**src/rtl/core/aabb2_overlap_join_core_macros.svh**
```systemverilog
// Assertion macros for the box overlap join core.
// Used by modules that carry checks; needs clk and rst_n in scope.
`ifndef AABB2_OVERLAP_JOIN_CORE_MACROS_SVH
`define AABB2_OVERLAP_JOIN_CORE_MACROS_SVH
`ifndef SYNTHESIS
`define A2J_ASSERT(lbl, prop) \
  lbl: assert property (@(posedge clk) disable iff (!rst_n) prop) \
    else $error("a2j check failed");
`define A2J_ASSERT_NEXT(lbl, pre, post) \
  lbl: assert property (@(posedge clk) disable iff (!rst_n) (pre) |=> (post)) \
    else $error("a2j sequence check failed");
`else
`define A2J_ASSERT(lbl, prop)
`define A2J_ASSERT_NEXT(lbl, pre, post)
`endif
`endif

```
**src/rtl/core/aabb2_pkg.sv**
```systemverilog
// Shared types and codes for the box overlap join core.
// No dependencies.
package aabb2_pkg;

  typedef enum logic [1:0] {
    OP_LOAD  = 2'd0,
    OP_QUERY = 2'd1,
    OP_END   = 2'd2,
    OP_CLEAR = 2'd3
  } op_t;

  localparam logic [1:0] KIND_PAIR  = 2'd0;
  localparam logic [1:0] KIND_NOHIT = 2'd1;
  localparam logic [1:0] KIND_SUM   = 2'd2;

  localparam logic [1:0] REG_MODE = 2'd0;
  localparam logic [1:0] REG_CAP  = 2'd1;

  localparam logic [31:0] CNT_SAT = 32'hFFFF_FFFF;

  typedef struct packed {
    op_t         op;
    logic [31:0] min_x;
    logic [31:0] min_y;
    logic [31:0] max_x;
    logic [31:0] max_y;
  } item_t;

  typedef struct packed {
    logic        mode;
    logic [31:0] cap;
  } cfg_t;

endpackage

```
**src/rtl/core/aabb2_fifo.sv**
```systemverilog
// Four-entry item queue between front and back end.
// Depends on aabb2_pkg.
module aabb2_fifo (
  input  logic             clk,
  input  logic             rst_n,
  input  logic             push,
  input  aabb2_pkg::item_t push_item,
  output logic             full,
  input  logic             pop,
  output logic             valid,
  output aabb2_pkg::item_t head
);
  import aabb2_pkg::*;

  localparam int DEPTH = 4;
  localparam int PTR_W = $clog2(DEPTH);

  item_t            buf_r [DEPTH];
  logic [PTR_W-1:0] wr_ptr_r, rd_ptr_r;
  logic [PTR_W:0]   count_r;

  assign full  = (count_r == (PTR_W+1)'(DEPTH));
  assign valid = (count_r != '0);
  assign head  = buf_r[rd_ptr_r];

  always_ff @(posedge clk) begin
    if (push) buf_r[wr_ptr_r] <= push_item;
  end

  always_ff @(posedge clk) begin
    if (!rst_n) begin
      wr_ptr_r <= '0;
      rd_ptr_r <= '0;
      count_r  <= '0;
    end else begin
      if (push) wr_ptr_r <= wr_ptr_r + PTR_W'(1);
      if (pop)  rd_ptr_r <= rd_ptr_r + PTR_W'(1);
      case ({push, pop})
        2'b10:   count_r <= count_r + (PTR_W+1)'(1);
        2'b01:   count_r <= count_r - (PTR_W+1)'(1);
        default: count_r <= count_r;
      endcase
    end
  end

endmodule

```
**config.mk**
```make
export PLATFORM = sky130hd
export DESIGN_NAME = aabb2_fifo
export DESIGN_NICKNAME = d
export VERILOG_FILES = /design/src/rtl/core/aabb2_overlap_join_core_macros.svh /design/src/rtl/core/aabb2_pkg.sv /design/src/rtl/core/aabb2_fifo.sv
export SDC_FILE = /design/constraint.sdc
export NUM_CORES = 1
export LEC_CHECK = 0
export ABC_CLOCK_PERIOD_IN_PS = 8750
export BUFFER_PORTS_ARGS = -buffer_cell sky130_fd_sc_hd__buf_4
export CELL_PAD_IN_SITES_DETAIL_PLACEMENT = 0
export CELL_PAD_IN_SITES_GLOBAL_PLACEMENT = 1
export CORE_ASPECT_RATIO = 0.75
export CORE_MARGIN = 2
export CORE_UTILIZATION = 54
export CTS_CLUSTER_DIAMETER = 50
export DETAILED_ROUTE_END_ITERATION = 7
export PLACE_DENSITY_LB_ADDON = 0.25
export SKIP_CTS_REPAIR_TIMING = 1
export SKIP_LAST_GASP = 1
export SLEW_MARGIN = 20
export SYNTH_ARGS = -nofsm -noshare
export SYNTH_HDL_FRONTEND = slang
export SYNTH_SLANG_ARGS = --single-unit
```
**constraint.sdc**
```tcl
create_clock -name clk -period 8.75 [get_ports clk]
set_clock_uncertainty 0.15 [all_clocks]
set_input_delay 1.75 -clock clk [delete_from_list [all_inputs] [get_ports clk]]
set_output_delay 1.75 -clock clk [all_outputs]
set_load 0.005 [all_outputs]
```
==> metrics.sh <==
CTS_TREE='built'
POST_SYNTH_FA_HA_MAJ_AREA_FRACTION=0.00428
SYNTHESIZED_AREA_PER_CELL_UM2=26.6
LEAKAGEPOWER_nW=7.79
SYNTH-SEQ-CELLS=529
DIE-HEIGHT_UM=168
DRT-PASS1-ITER-COUNT=4
TRITONCTS_NUM_SINKS=529
SYNTH_SIMPLE_GATE_AREA_FRAC=0.00492
DETAILROUTE.WIRELENGTH.MET2_MM=17.4
SYNTH_COMPOUND_GATE_AREA_SHARE=0.000907
WL_PER_CELL_UM=23.6
NETS=1165
STARTING_DENSITY_OF_THE_CORE=0.552
CRITPATHKIND='reg -> out'
DRIVE_ABOVE_1_SHARE=0.448
SYN_INST=725
LARGEST_CELLS_BY_AREA_AFTER_SYNTHESIS='edfxtp_1, mux4_2, buf_12'
ROUTED_WL_MM=36.0
DETAILED_PLACE_HPWL_MM=21.6
CLOCK_TREE.BUFFER_DEPTH=3
POST_DRT_VIA_CELL_RATIO=5.58
BUFFER_PORTS.INSERTED=265
SYNTH.YOSYS.WARNINGS=0
SYNTH.LARGEST_AREA_CELL='edfxtp_1'
WORST_SLEW_PIN_SLEW_NS=0.916
ROUTED-WL-MET3_MM=3.13
GRT_RESIDUAL_OVERFLOW=0
STDCELL_COUNT=1523
SLEW_VIOLATIONS=0
ANTENNA_FOUND_INITIAL=1
PLACEABLECOREAREA_UM2=35000
CTS-BUFFERS-INSERTED=50
CRIT_PATH_MAX_FANOUT=43
VIAS=8498
MUXSHAREOFSYNTHAREA=0.152
FIN_CRIT_SH=0.579
FINALHOLDVIOLCOUNT=0
NFILLCELLS=2255
MET1WIRELENGTH_MM=15.0
POWER_DENSITY_nW_PER_UM2=238
HIGHEST_CLOCK_FREQUENCY_THE_DESIGN_CAN_MEET_MHz=197
RUN_STATUS='complete, no violations'
SYNTH_TOP_FAMILY_BY_AREA='multiplexers'
WORST_SETUP_HOLD_PATH_CLK_SLEW_NS=0.06
CP-END-KIND='output port'
POSTROUTEANTENNANETS=0
GP_ROUTABILITY_CONGESTION=0.721
POST_SYNTH_XOR_AREA_FRACTION=0.00227
AREA_DELTA_SYNTH_FINAL_PCT=20.2
DIE_WIDTH_UM=222
DRC_MARKER_COUNT_FROM_THE_FIRST_DETAILED_ROUTE_ITERATION=619
MAXIMUM_NUMBER_OF_PINS_ON_ONE_NET_BEFORE_GLOBAL_ROUTE_REPAIR=58
MIN-DELAY-PATH-CLASS='reg -> reg'
MAX-SLEW-MARGIN-REL=0.389
DRC=0
DESIGN.DIE.AREA_UM2=37300
POST-PLACE-WS_NS=4.03
GRT_PASS1_VIAS=8993
CLOCK_TREE.HTREE_LEVEL_COUNT=2
GRT.TOTAL_USAGE=0.197
FIN_CRIT_NS=5.07
GRT_PASS1_WL_MM=54.7
FP-ROW-COUNT=59
SEQ_AREA_UM2=15800
TIMING.MAX_CAP.VIOLATIONS=0
FIN_TNS_SETUP_NS=0
CTS.ROOT.BUFFER_CELL='clkbuf_16'
WORST_SETUP_PATH_START_KIND='register'
WORST_SKEW_PAIR.LATE_LATENCY_NS=0.56
RSZ0062_AT_GRT='no'
PLACEDCELLCOUNT=1430
MULTI_INPUT_AREA_UM2=3190
MAX-VDD-IR-DROP_V=0.000178
CRIT_ARRIVAL_NS=3.17
YOSYSTOPAREACELLSHARE=0.808
YOSYSUNIQUECELLTYPES=22
SETUP_VIOLATIONS_FINAL=0
TOP_LAYER_USED='met4'
SYNTH_SEQUENTIAL_AREA_RATIO=0.818
MAPPEDNETLISTAREA_UM2=19300
LEAST_SETUP_SLACK_ACROSS_ALL_PATHS_AFTER_LAYOUT_NS=3.68
CRITPATHREQUIREDTIME_NS=6.85
SYNTHESIS.NETS=865
IOS=266
-- registers in the layout, indices dropped and copies added, names as in the netlist, named ones only --
register	cells
count_r	3
buf_r	520
wr_ptr_r	2
rd_ptr_r	2
-- logic make-up (layout without fill, tap and decap cells) --
group	Yosys count	in the layout
multiplexers	131	131
other	0	2
adder cells (fa/ha/maj)	6	6
AND/OR/NAND/NOR	16	16
buffers and inverters	35	374
XOR/XNOR	5	5
AO/OA/AOI/OAI	3	3
flip-flops	529	529
-- cell usage after synthesis --
| cell type | n |
|---|---|
| edfxtp_1 | 520 |
| mux4_2 | 130 |
| buf_12 | 11 |
| and2_1 | 10 |
| buf_2 | 10 |
| dfxtp_1 | 9 |
| inv_1 | 6 |
| ha_1 | 5 |
| buf_1 | 3 |
| buf_4 | 3 |
| xor2_1 | 3 |
| nand2_1 | 2 |
| o21ai_0 | 2 |
| or3_1 | 2 |
| xnor2_1 | 2 |
| a21boi_0 | 1 |
| and3_1 | 1 |
| buf_6 | 1 |
| clkbuf_1 | 1 |
| fa_1 | 1 |
| mux2i_1 | 1 |
| nor2b_1 | 1 |
-- final timing paths --
kind,endpoint,slack [ns],startpoint,depth (start not counted)
setup / recovery,head[51],3.68,register,3
hold / removal,count_r[2]$_SDFFE_PN0P_,0.35,count_r[2]$_SDFFE_PN0P_,2
setup reg to reg,buf_r[1][77]$_DFFE_PP_,5.61,wr_ptr_r[1]$_SDFFE_PN0P_,5
hold reg to reg,count_r[2]$_SDFFE_PN0P_,0.35,count_r[2]$_SDFFE_PN0P_,2
-- critical path, stage by stage (launching register included) --
cell     delay (ns)
dfxtp_4        0.94
buf_4          0.77
mux4_2         0.64
buf_4          0.16
-- area by class of cell --
class | instances | share of cell area
well taps | 457 | 0.0246
inverters | 6 | 0.000970
repair buffers | 277 | 0.0897
diodes | 2 | 0.000216
clock buffers | 72 | 0.0615
clock inverters | 19 | 0.00517
flip-flops and latches | 529 | 0.681
multi-input cells | 161 | 0.137
-- metrics by stage --
stage	hold slack [ns]	total power [mW]	cell area, µm²	utilization
finish	0.354	5.52	23200	0.664
global route	0.408	5.73	23200	0.663
CTS	0.356	5.58	23200	0.663
detailed placement	0.348	3.56	21700	0.619
global placement	0.332	3.55	21700	0.619
floorplan	0.318	3.29	19300	-
-- where the power goes --
part / switching [mW] / internal [mW] / total, mW / leakage [nW]
registers: 0.0458 / 2.91 / 2.96 / 4.85
clock network: 0.869 / 1.16 / 2.03 / 0.755
logic: 0.240 / 0.295 / 0.535 / 2.19
total: 1.16 / 4.37 / 5.52 / 7.79
-- per-layer routing --
layer | vias up | global-route usage
met5 | - | 0
met4 | 0 | 0.0438
met3 | 41 | 0.0651
met2 | 288 | 0.306
met1 | 4440 | 0.277
li1 | 3729 | -
-- placed cells by master, fill, tap and decap left out, types with 5 or more instances in the layout --
| master | count |
|---|---|
| clkbuf_16 | 53 |
| buf_4 | 276 |
| mux4_2 | 130 |
| and2_1 | 6 |
| inv_1 | 6 |
| edfxtp_1 | 520 |
| dfxtp_1 | 7 |
| clkinv_1 | 11 |
| clkbuf_1 | 16 |
| ha_1 | 5 |
Note: power is estimated with default switching activity, not from simulation.
