$ cat config.mk
export PLATFORM = sky130hd
export DESIGN_NAME = aabb2_front
export DESIGN_NICKNAME = d
export VERILOG_FILES = /design/src/rtl/core/aabb2_overlap_join_core_macros.svh /design/src/rtl/core/aabb2_pkg.sv /design/src/rtl/core/aabb2_front.sv
export SDC_FILE = /design/constraint.sdc
export NUM_CORES = 1
export LEC_CHECK = 0
export BUFFER_PORTS_ARGS = -buffer_cell sky130_fd_sc_hd__buf_4
export CAP_MARGIN = 20
export CORE_AREA = 10 10 94 96
export DETAILED_ROUTE_END_ITERATION = 6
export DIE_AREA = 0 0 104 106
export HOLD_SLACK_MARGIN = 0.12
export PLACE_DENSITY = 0.69
export SYNTH_ARGS = -nofsm -noshare
export SYNTH_HDL_FRONTEND = slang
export SYNTH_SLANG_ARGS = --single-unit
$ cat constraint.sdc
create_clock -name clk -period 2.38 [get_ports clk]
set_input_delay 0.119 -clock clk [delete_from_list [all_inputs] [get_ports clk]]
set_output_delay 0.119 -clock clk [all_outputs]
set_load 0.02 [all_outputs]
$ cat src/rtl/core/aabb2_overlap_join_core_macros.svh
// Assertion macros for the box overlap join core.
// Used by modules that carry checks; needs clk and rst_n in scope.
`ifndef AABB2_OVERLAP_JOIN_CORE_MACROS_SVH
`define AABB2_OVERLAP_JOIN_CORE_MACROS_SVH
`ifndef SYNTHESIS
`define A2J_ASSERT(lbl, prop) \
  lbl: assert property (@(posedge clk) disable iff (!rst_n) prop) \
    else $error("a2j check failed");
`define A2J_ASSERT_NEXT(lbl, pre, post) \
  lbl: assert property (@(posedge clk) disable iff (!rst_n) (pre) |=> (post)) \
    else $error("a2j sequence check failed");
`else
`define A2J_ASSERT(lbl, prop)
`define A2J_ASSERT_NEXT(lbl, pre, post)
`endif
`endif

$ cat src/rtl/core/aabb2_pkg.sv
// Shared types and codes for the box overlap join core.
// No dependencies.
package aabb2_pkg;

  typedef enum logic [1:0] {
    OP_LOAD  = 2'd0,
    OP_QUERY = 2'd1,
    OP_END   = 2'd2,
    OP_CLEAR = 2'd3
  } op_t;

  localparam logic [1:0] KIND_PAIR  = 2'd0;
  localparam logic [1:0] KIND_NOHIT = 2'd1;
  localparam logic [1:0] KIND_SUM   = 2'd2;

  localparam logic [1:0] REG_MODE = 2'd0;
  localparam logic [1:0] REG_CAP  = 2'd1;

  localparam logic [31:0] CNT_SAT = 32'hFFFF_FFFF;

  typedef struct packed {
    op_t         op;
    logic [31:0] min_x;
    logic [31:0] min_y;
    logic [31:0] max_x;
    logic [31:0] max_y;
  } item_t;

  typedef struct packed {
    logic        mode;
    logic [31:0] cap;
  } cfg_t;

endpackage

$ cat src/rtl/core/aabb2_front.sv
// Front end: accepts input transfers, decodes the function and drops loads
// into a full table. Depends on aabb2_pkg.
module aabb2_front #(
  parameter int MAX_BOXES = 32
) (
  input  logic            clk,
  input  logic            rst_n,
  input  logic            in_valid,
  output logic            in_ready,
  input  logic [1:0]      in_func,
  input  logic [31:0]     in_min_x,
  input  logic [31:0]     in_min_y,
  input  logic [31:0]     in_max_x,
  input  logic [31:0]     in_max_y,
  input  logic            q_full,
  output logic            q_push,
  output aabb2_pkg::item_t q_item
);
  import aabb2_pkg::*;

  localparam int CNT_W = $clog2(MAX_BOXES + 1);

  logic [CNT_W-1:0] fill_r, fill_nxt;
  logic             take;
  logic             tbl_full;
  op_t              op;

  assign op       = op_t'(in_func);
  assign in_ready = !q_full;
  assign take     = in_valid && in_ready;
  assign tbl_full = (fill_r == CNT_W'(MAX_BOXES));
  assign q_push   = take && !(op == OP_LOAD && tbl_full);

  always_comb begin
    q_item.op    = op;
    q_item.min_x = in_min_x;
    q_item.min_y = in_min_y;
    q_item.max_x = in_max_x;
    q_item.max_y = in_max_y;
  end

  always_comb begin
    fill_nxt = fill_r;
    if (take) begin
      case (op)
        OP_LOAD:  if (!tbl_full) fill_nxt = fill_r + CNT_W'(1);
        OP_CLEAR: fill_nxt = '0;
        default:  fill_nxt = fill_r;
      endcase
    end
  end

  always_ff @(posedge clk) begin
    if (!rst_n) begin
      fill_r <= '0;
    end else begin
      fill_r <= fill_nxt;
    end
  end

endmodule

==> results of run 1 <==
final timing paths:
path,from,endpoint,slack (ps)
worst max-delay path,fill_r[0],q_push,880
worst min-delay path,rst_n,fill_r[3],190
worst max register to register,fill_r[0],fill_r[5],910
worst min register to register,fill_r[5],fill_r[5],560
per-stage QoR:
| step | util, % | instance area, um2 |
|---|---|---|
| floorplan | - | 1410 |
| finish | 9.27 | 654 |
| global placement | 8.68 | 613 |
| CTS | 9.27 | 654 |
| detailed placement | 8.68 | 613 |
| global route | 9.27 | 654 |
kinds of logic (layout without fill, tap and decap cells):
family	after synthesis	in the layout	synth area share [%]
compound gates	18	18	9.60
fa+ha+maj	2	2	1.78
buf+inv	137	17	71.4
flops	6	6	8.53
simple gates	21	21	8.71
placed cells by master (no fill, tap or decap), drive strengths merged:
| cell | n |
|---|---|
| a211oi | 1 |
| a21boi | 1 |
| a21o | 1 |
| a21oi | 1 |
| a22oi | 1 |
| a31oi | 3 |
| a32o | 3 |
| buf | 9 |
| clkbuf | 3 |
| dfxtp | 6 |
| ha | 2 |
| inv | 5 |
| nand2 | 5 |
| nand2b | 2 |
| nand3 | 3 |
| nor2 | 5 |
| nor2b | 1 |
| nor3 | 2 |
| nor4 | 1 |
| nor4b | 1 |
| o21ai | 4 |
| o31ai | 1 |
| o32ai | 2 |
| or3 | 1 |
routing by layer:
layer	routed length (um)	part of all wire, %	global-route usage, %	up-vias
li1	-	-	-	224
met1	638	26	3.07	231
met2	868	35	4.57	98
met3	508	20	3.74	58
met4	473	19	10.3	0
met5	0	0	0	-
final cells by class:
class | count | area [um2] | area share, %
multi-input cells | 41 | 283 | 43.2
well taps | 99 | 124 | 18.9
flip-flops and latches | 6 | 120 | 18.4
repair buffers | 9 | 67.6 | 10.3
clock buffers | 3 | 41.3 | 6.31
inverters | 5 | 18.8 | 2.87
cells in the mapped netlist (2+ instances only):
master	count
o21ai_0	4
dfxtp_1	6
o32ai_1	2
nand2_1	5
ha_1	2
nand2b_1	2
nor2_1	5
nand3_1	2
a32o_1	3
buf_4	130
nor3_1	2
inv_1	5
a31oi_1	2
buf_2	2
power by group through the flow:
stage                     clock, mW  combinational [mW]  sequential [mW]
after floorplan                   0               0.339            0.105
after global placement            0              0.0409            0.105
after detailed placement          0              0.0412            0.105
after CTS                     0.165              0.0414            0.103
after global routing          0.171              0.0463            0.103
final                         0.162              0.0404            0.103
==> impl_summary.log, run 1 <==
[metrics] total routed wirelength: approximately 2.5 mm
[metrics] number of synthesized flops with an enable pin: 0
[metrics] Power, Total: 306 uW
[metrics] smallest hold slack: 192 ps
[metrics] GRT Overall Usage: 4.46%
[metrics] slew at the pin closest to its max-slew limit: approximately 270 ps
[metrics] Max Clk Rate: approximately 670 MHz
[metrics] area added between synthesis and finish: -53.5%
[metrics] critical path's top delay family: flip-flops
[metrics] number of clock sinks seen by CTS: 6
[metrics] total of buffers placed on input and output ports: 9
[metrics] register with the most flip-flops: fill_r
[metrics] top cells by area, synth: buf_4 (69%), dfxtp_1 (8.5%), a32o_1 (2.1%), ha_1 (1.8%), nor4b_4 (1.7%)
[metrics] standard-cell row count: 31
[metrics] number of setup violations in the final report: 0
[metrics] summed negative setup slack over all endpoints: 0 ps
[metrics] Post-Synthesis Net Count: 320
[metrics] portion of total power attributed to the clock network: around 53%
[metrics] post-route worst setup slack: 882 ps
[metrics] Placement Setup Slack: about 930 ps
[metrics] die outline height: roughly 110 um
[metrics] fraction of final layout cells sized beyond drive strength 1: between 20% and 30%
[metrics] type of destination of the critical path: output pin
[metrics] internal power: about 230 uW
[metrics] routed length per instance: around 15 um
[metrics] proportion of synthesized flip-flops having asynchronous set or reset: 0%
[metrics] DR iter-0 viols: 14
[metrics] CTS hold repair buffers: 0
[metrics] placed wire-length estimate: ~2 mm
[metrics] latest clock arrival within the worst-skew pair: about 230 ps
[metrics] placeable core area: between 7000 and 8000 um2
[metrics] maximum number of pins on one net before global-route repair: 14
[metrics] category of the most critical setup path: reg2out
[metrics] status: finished clean
[metrics] First-pass DRT Iterations: 4
[metrics] DR vias/cell: about 3.7
[metrics] buffer depth of the longest clock path: 2
[metrics] power density over the cells: roughly 470 nW/um2
[metrics] Synth top area share: 69.3%
[metrics] final hold violations: 0
[metrics] switching power summed over all nets: between 70 and 80 uW
[metrics] CTS clk-pin slew, worst paths: ~40 ps
[metrics] global-route wire length before repair: around 3.8 mm
[metrics] Ys Warns: 0
[metrics] Post-CTS Repair Setup Buffers: 0
[metrics] number of global-route vias before repair: ~670
[metrics] HP Class: in2reg
[metrics] Syn Inst Count: 184
[metrics] required arrival time at the worst endpoint: approximately 2300 ps
[metrics] Flop pwr share: 33.7%
[metrics] synthesized area divided by synthesized cell count: around 7.6 um2
[metrics] number of pins exceeding their max-slew limit in the final report: 0
[metrics] CP max stage delay: around 400 ps
[metrics] Combinational Power Share: a little over an eighth
[metrics] critical path buffer and inverter count: 2
[metrics] CP max stage cell: dfxtp_1
[metrics] number of CTS-inserted buffers: 3
[metrics] floorplan die width: 104 um
[metrics] Syn Std Cell Area: ~1400 um2
[metrics] Routability Congestion: between 0.7 and 0.8
[metrics] sequential-to-total area share from yosys stat: 8.53%
[metrics] min cycle time layout: 1500 ps
[metrics] ant diodes: 0
[metrics] Regs by FF count: fill_r x6
[metrics] H-tree depth: 1
[metrics] Max Clock Skew: just over 7 ps
[metrics] total DRC errors in the routed layout: 0
[metrics] Nets: slightly above 200
[metrics] Max-cap violations: 0
[metrics] post-synthesis sequential element count: 6
[metrics] cell count of the worst reg-to-reg path: 5
[metrics] ratio of final minimum period to clock period: approximately 63%
[metrics] maximum VDD drop: approximately 180 uV
[metrics] Congestion Overflow GR: 0
[metrics] switching part of the total power: approximately a quarter
[metrics] Fill cells: 870
[metrics] Initial Util: approximately a fifth
[metrics] CP arrival: approximately 1400 ps
[metrics] TritonCTS clock tree: built
[metrics] cell total after placement: 160
[metrics] worst-path maximum fanout: 5
[metrics] flip-flop count of the largest register after layout: 6
[metrics] Most used DFF post-synth: dfxtp_1
[metrics] ordered list of cells on the worst path: inv_1 > ha_1 > a31oi_2 > buf_4
[metrics] total I/O pin count: about 270
[metrics] vias post-DR: 611
[metrics] distinct cell type count after synthesis: 26
[metrics] clock tree root buffer cell: clkbuf_8
[metrics] post-detailed-route count of antenna-violating nets: 0
[metrics] Total Die Area: approximately 11000 um2
[metrics] WHS Path Cells: 2
[metrics] Worst slew margin: between 80 and 90%
[metrics] Static Leak: 0.209 nW
[metrics] stages on the worst setup path: 4
[metrics] Gates resized, CTS repair: 0
[metrics] count of placed standard cells in the final layout, fillers left out: between 150 and 200
[metrics] Critical Path Source Type: flip-flop
[metrics] initial antenna violation count: 0
[metrics] setup repair after global routing missed its margin: false
[metrics] post-synth top area cell: buf_4
(Power assumes the default switching activity.)
==> run 2: changes to the inputs <==
clock period = 1.5 ns   (was 2.38 ns; I/O delays follow)
==> run 2 against run 1 <==
Net effect: setup slack got worse by 800 ps; core utilization rose by 0.30 points; global-route usage fell by 0.17 points; non-clock buffer count did not move; clock skew fell by 1.8 ps; power rose by 58%; worst hold slack got worse by 42 ps; clock power rose by 54%; cell area rose by 3.3%; sequential cell count did not move; first-iteration DRC count fell by 29%; largest power group unchanged.
==> impl_summary.log, run 2 (synthesis results as in run 1) <==
[metrics] number of CTS-inserted buffers: 3 (unchanged)
[metrics] ordered list of cells on the worst path: nor4b_4 > a31oi_4 > a21boi_2 > o32ai_1
[metrics] standard-cell row count: 31 (unchanged)
[metrics] number of clock sinks seen by CTS: 6 (unchanged)
[metrics] Static Leak: 0.212 nW (+1.8%)
[metrics] DR vias/cell: 3.74 (-0.33%)
[metrics] global-route wire length before repair: 3.51 mm (-8.0%)
[metrics] GRT Overall Usage: 4.29% (-0.17 points)
[metrics] latest clock arrival within the worst-skew pair: 230 ps (about the same)
[metrics] CP max stage delay: 370 ps (-30 ps)
[metrics] Initial Util: 19.9% (unchanged)
[metrics] post-detailed-route count of antenna-violating nets: 0 (unchanged)
[metrics] total of buffers placed on input and output ports: 9 (unchanged)
[metrics] critical path's top delay family: compound AO/OA/AOI/OAI gates
[metrics] worst-path maximum fanout: 5 (unchanged)
[metrics] category of the most critical setup path: reg2reg
[metrics] number of global-route vias before repair: 635 (-5.4%)
[metrics] status: finished clean
[metrics] placeable core area: 7060 um2 (unchanged)
[metrics] placed wire-length estimate: 1.98 mm (+0.83%)
[metrics] Routability Congestion: 0.717 (-8.2%)
[metrics] Regs by FF count: fill_r x6
[metrics] post-route worst setup slack: 85.2 ps (-797 ps)
[metrics] Max-cap violations: 0 (unchanged)
[metrics] Power, Total: 484 uW (+58%)
[metrics] Total Die Area: 11000 um2 (unchanged)
[metrics] ratio of final minimum period to clock period: approximately 94%
[metrics] initial antenna violation count: 0 (unchanged)
[metrics] min cycle time layout: between 1000 and 1500 ps
[metrics] DR iter-0 viols: 10 (-4)
[metrics] Nets: 202 (unchanged)
[metrics] summed negative setup slack over all endpoints: 0 ps (unchanged)
[metrics] Post-CTS Repair Setup Buffers: 0 (unchanged)
[metrics] flip-flop count of the largest register after layout: 6 (unchanged)
[metrics] vias post-DR: 609 (-0.33%)
[metrics] power density over the cells: 716 nW/um2 (+53%)
[metrics] Congestion Overflow GR: 0 (unchanged)
[metrics] critical path buffer and inverter count: 0 (-2)
[metrics] First-pass DRT Iterations: 4 (unchanged)
[metrics] H-tree depth: 1 (unchanged)
[metrics] area added between synthesis and finish: -52.0%
[metrics] setup repair after global routing missed its margin: false
[metrics] floorplan die width: 104 um (unchanged)
[metrics] clock tree root buffer cell: clkbuf_8
[metrics] leading cell type in the layout, fill and taps excluded: buf_4
[metrics] TritonCTS clock tree: built
[metrics] commonest non-fill, non-tap cells in the layout: buf_4 (9), inv_1 (5), nor2_1 (5), nand2_1 (5), dfxtp_1 (5)
[metrics] total I/O pin count: 266 (unchanged)
[metrics] Post-Route Utilization: 9.57% (+0.30 points)
[metrics] total routed wirelength: 2.55 mm (+2.4%)
[metrics] final hold violations: 0 (unchanged)
[metrics] die outline height: 106 um (unchanged)
[metrics] HP Class: in2out
[metrics] total DRC errors in the routed layout: 0 (unchanged)
[metrics] register with the most flip-flops: fill_r
[metrics] maximum VDD drop: 260 uV (+46%)
[metrics] Max Clock Skew: 5.30 ps (-1.82 ps)
[metrics] Max Clk Rate: 707 MHz
[metrics] Critical Path Source Type: flip-flop
[metrics] slew at the pin closest to its max-slew limit: 336 ps (+65.8 ps)
[metrics] Worst slew margin: 77.5% (-4.4 points)
[metrics] number of setup violations in the final report: 0 (unchanged)
[metrics] routed length per instance: 15.7 um (+2.4%)
[metrics] CTS clk-pin slew, worst paths: 40 ps (about the same)
[metrics] CP max stage cell: nor4b_4
[metrics] type of destination of the critical path: flip-flop
[metrics] setup slack of the most critical reg-to-reg path: 90 ps (-820 ps)
[metrics] required arrival time at the worst endpoint: 1630 ps (-630 ps)
[metrics] fraction of final layout cells sized beyond drive strength 1: 28.1% (+4.7 points)
[metrics] number of pins exceeding their max-slew limit in the final report: 0 (unchanged)
[metrics] maximum number of pins on one net before global-route repair: 14 (unchanged)
[metrics] CP arrival: 1540 ps (+160 ps)
[metrics] ant diodes: 0 (unchanged)
[metrics] buffer depth of the longest clock path: 2 (unchanged)
[metrics] Placement Setup Slack: 84.0 ps (-844 ps)
## run 2: stage by stage
| stage | cell area, um2 | hold WS, ps | instances |
|---|---|---|---|
| floorplan | 1420 | 227 | 184 |
| global placement | 622 | 150 | 160 |
| detailed placement | 622 | 150 | 160 |
| CTS | 663 | 150 | 163 |
| global route | 676 | 150 | 163 |
| finish | 676 | 150 | 163 |
## run 2: final timing paths
kind	endpoint	startpoint	cells after the start
hold reg to reg	fill_r[5]	fill_r[5]	1
hold / removal	q_item[100]	in_min_x[4]	0
setup reg to reg	fill_r[1]	fill_r[4]	4
setup / recovery	fill_r[1]	fill_r[4]	4
## run 2: cell type report
cell class,count,area [um2]
timing repair buffer,9,67.6
inverter,5,18.8
fill,846,6380
multi-input combinational,41,303
tap,99,124
sequential,6,121
clock buffer,3,41.3
## run 2: worst register-to-register path: stages (launching register included)
cell and delay, ps:
dfxtp_1 360, nor4b_4 370, a31oi_4 150, a21boi_2 200, o32ai_1 240
## run 2: routing by layer
layer  global-route usage, %  vias to the layer above  routed length, um
met1                    2.86                      236                644
met2                    4.39                       92                890
met4                    10.8                        0                521
met5                       0                        -                  0
met3                    3.20                       60                494
li1                        -                      221                  -
## run 2: timing repair
action | in CTS | in global routing
hold buffers | 0 | 0
endpoints found under the setup margin | 0 | 4
gates resized for setup | 0 | 3
## run 2: power by group
group	switching [mW]	internal (mW)	leakage, nW
Sequential	0.00196	0.162	0.0488
Combinational	0.0430	0.0276	0.142
Clock	0.0764	0.173	0.0216
==> run 3: changes to the inputs <==
PLACE_DENSITY = 0.67   (was 0.69)
==> run 3 against run 2 <==
Net effect: non-clock buffer count unchanged; sequential share of layout area is 0.20 points higher; critical path depth unchanged; routed wire length decreased by 0.12%; clock power up 2%; die area unchanged; final cell count unchanged.
==> impl_summary.log, run 3 (synthesis results as in run 1) <==
[metrics] Max-cap violations: 0 (unchanged)
[metrics] routed length per instance: 15.6 um (-0.12%)
[metrics] CTS hold repair buffers: 0 (unchanged)
[metrics] Static Leak: 0.210 nW (-1.1%)
[metrics] latest clock arrival within the worst-skew pair: 230 ps (about the same)
[metrics] summed negative setup slack over all endpoints: 0 ps (unchanged)
[metrics] register with the most flip-flops: fill_r
[metrics] maximum number of pins on one net before global-route repair: 14 (unchanged)
[metrics] stages on the worst setup path: 4 (unchanged)
[metrics] total I/O pin count: 266 (unchanged)
[metrics] CP max stage cell: nor4b_4
[metrics] number of CTS-inserted buffers: 3 (unchanged)
[metrics] vias post-DR: 624 (+2.5%)
[metrics] clock tree root buffer cell: clkbuf_8
[metrics] Congestion Overflow GR: 0 (unchanged)
[metrics] total of buffers placed on input and output ports: 9 (unchanged)
[metrics] maximum VDD drop: 178 uV (-32%)
[metrics] final hold violations: 0 (unchanged)
[metrics] setup slack of the most critical reg-to-reg path: 80 ps (about the same)
[metrics] Worst slew margin: 76.0% (-1.5 points)
[metrics] post-detailed-route count of antenna-violating nets: 0 (unchanged)
[metrics] CTS clk-pin slew, worst paths: 40 ps (about the same)
[metrics] terminus of the critical flop-to-flop path: fill_r[0]
[metrics] capture point of the critical path: fill_r[0]
[metrics] number of clock sinks seen by CTS: 6 (unchanged)
[metrics] global-route wire length before repair: 3.50 mm (-0.20%)
[metrics] HP Class: in2reg
[metrics] post-route worst setup slack: 80.1 ps (-5.08 ps)
[metrics] CP arrival: 1550 ps (about the same)
[metrics] Max Clk Rate: 704 MHz (-0.36%)
[metrics] Routability Congestion: 0.766 (+6.9%)
[metrics] Nets: 202 (unchanged)
[metrics] initial antenna violation count: 0 (unchanged)
[metrics] RR Startpoint: fill_r[4]
[metrics] number of global-route vias before repair: 633 (-0.31%)
[metrics] Max Clock Skew: 2.27 ps (-3.04 ps)
[metrics] First-pass DRT Iterations: 5 (+1)
[metrics] H-tree depth: 1 (unchanged)
[metrics] Placement Setup Slack: 67.6 ps (-16.4 ps)
[metrics] worst-path maximum fanout: 5 (unchanged)
[metrics] critical path buffer and inverter count: 0 (unchanged)
[metrics] flip-flop count of the largest register after layout: 6 (unchanged)
[metrics] Regs by FF count: fill_r x6
[metrics] TritonCTS clock tree: built
[metrics] commonest non-fill, non-tap cells in the layout: buf_4 (9), inv_1 (5), nor2_1 (5), nand2_1 (5), dfxtp_1 (5)
[metrics] Total Die Area: 11000 um2 (unchanged)
[metrics] type of destination of the critical path: flip-flop
[metrics] min cycle time layout: 1420 ps (+5.08 ps)
[metrics] placeable core area: 7060 um2 (unchanged)
[metrics] required arrival time at the worst endpoint: 1630 ps (about the same)
[metrics] leading cell type in the layout, fill and taps excluded: buf_4
[metrics] buffer depth of the longest clock path: 2 (unchanged)
[metrics] Critical Path Source Type: flip-flop
[metrics] total routed wirelength: 2.55 mm (-0.12%)
[metrics] Initial Util: 19.9% (unchanged)
[metrics] setup repair after global routing missed its margin: false
[metrics] ratio of final minimum period to clock period: 94.7% (+0.34 points)
[metrics] category of the most critical setup path: reg2reg
[metrics] number of setup violations in the final report: 0 (unchanged)
[metrics] die outline height: 106 um (unchanged)
[metrics] power density over the cells: 730 nW/um2 (+1.9%)
[metrics] CP max stage delay: 400 ps (+30 ps)
[metrics] Post-CTS Repair Setup Buffers: 0 (unchanged)
[metrics] total DRC errors in the routed layout: 0 (unchanged)
[metrics] area added between synthesis and finish: -52.5%
[metrics] floorplan die width: 104 um (unchanged)
[metrics] GRT Overall Usage: 4.17% (-0.11 points)
[metrics] ordered list of cells on the worst path: nor4b_4 > a31oi_4 > a21boi_2 > o32ai_1
[metrics] DR iter-0 viols: 14 (+4)
[metrics] cell count of the worst reg-to-reg path: 4 (unchanged)
[metrics] standard-cell row count: 31 (unchanged)
[metrics] DR vias/cell: 3.83 (+2.5%)
[metrics] Worst Setup SP: fill_r[4]
[metrics] Fill cells: 832 (-1.7%)
[metrics] critical path's top delay family: compound AO/OA/AOI/OAI gates
[metrics] status: finished clean
[metrics] slew at the pin closest to its max-slew limit: 359 ps (+22.9 ps)
[metrics] ant diodes: 0 (unchanged)
[metrics] number of pins exceeding their max-slew limit in the final report: 0 (unchanged)
[metrics] placed wire-length estimate: 1.91 mm (-3.4%)
[metrics] fraction of final layout cells sized beyond drive strength 1: 26.6% (-1.6 points)
run 3: cell counts in the layout (fill, tap and decap cells not counted):
No cell type changed its count.
run 3: worst min path at each step:
stage | startpoint | end | slack, ps | depth (start not counted)
floorplan | q_full | in_ready | 230 | 1
global placement | in_min_x[8] | q_item[104] | 150 | 0
detailed placement | in_min_x[8] | q_item[104] | 150 | 0
CTS | rst_n | fill_r[5] | 140 | 2
global route | rst_n | fill_r[5] | 140 | 2
finish | rst_n | fill_r[5] | 140 | 2
run 3: routing by layer:
layer	vias up	GRT usage [%]	routed length, um
li1	226	-	-
met1	245	2.58	600
met2	85	4.80	1040
met3	68	3.08	461
met4	0	10.0	450
met5	-	0	0
run 3: layout make-up:
class,count,area [um2],area share [%]
well taps,99,124,18.5
multi-input cells,41,295,44.2
repair buffers,9,67.6,10.1
clock buffers,3,41.3,6.18
flip-flops and latches,6,121,18.2
inverters,5,18.8,2.81
run 3: through the flow:
stage | cell area (um2) | hold WS [ps] | power (mW) | util, % | cells
6_report | 668 | 137 | 0.488 | 9.46 | 163
5_1_grt | 668 | 145 | 0.517 | 9.46 | 163
4_1_cts | 663 | 139 | 0.494 | 9.39 | 163
3_5_place_dp | 622 | 150 | 0.234 | 8.81 | 160
3_3_place_gp | 622 | 150 | 0.233 | 8.81 | 160
2_1_floorplan | 1420 | 227 | 0.707 | - | 184
run 3: what timing repair did:
| action | in CTS | in global routing |
|---|---|---|
| hold endpoints to repair | 0 | 0 |
| endpoints found under the setup margin | 0 | 4 |
| resized for setup | 0 | 2 |
run 3: where the power goes:
| group | switching [mW] | internal [mW] | total, mW | leakage, nW |
|---|---|---|---|---|
| Clock | 0.0818 | 0.174 | 0.255 | 0.0216 |
| Sequential | 0.00197 | 0.162 | 0.164 | 0.0488 |
| Combinational | 0.0416 | 0.0267 | 0.0683 | 0.140 |
| Total | 0.125 | 0.362 | 0.488 | 0.210 |
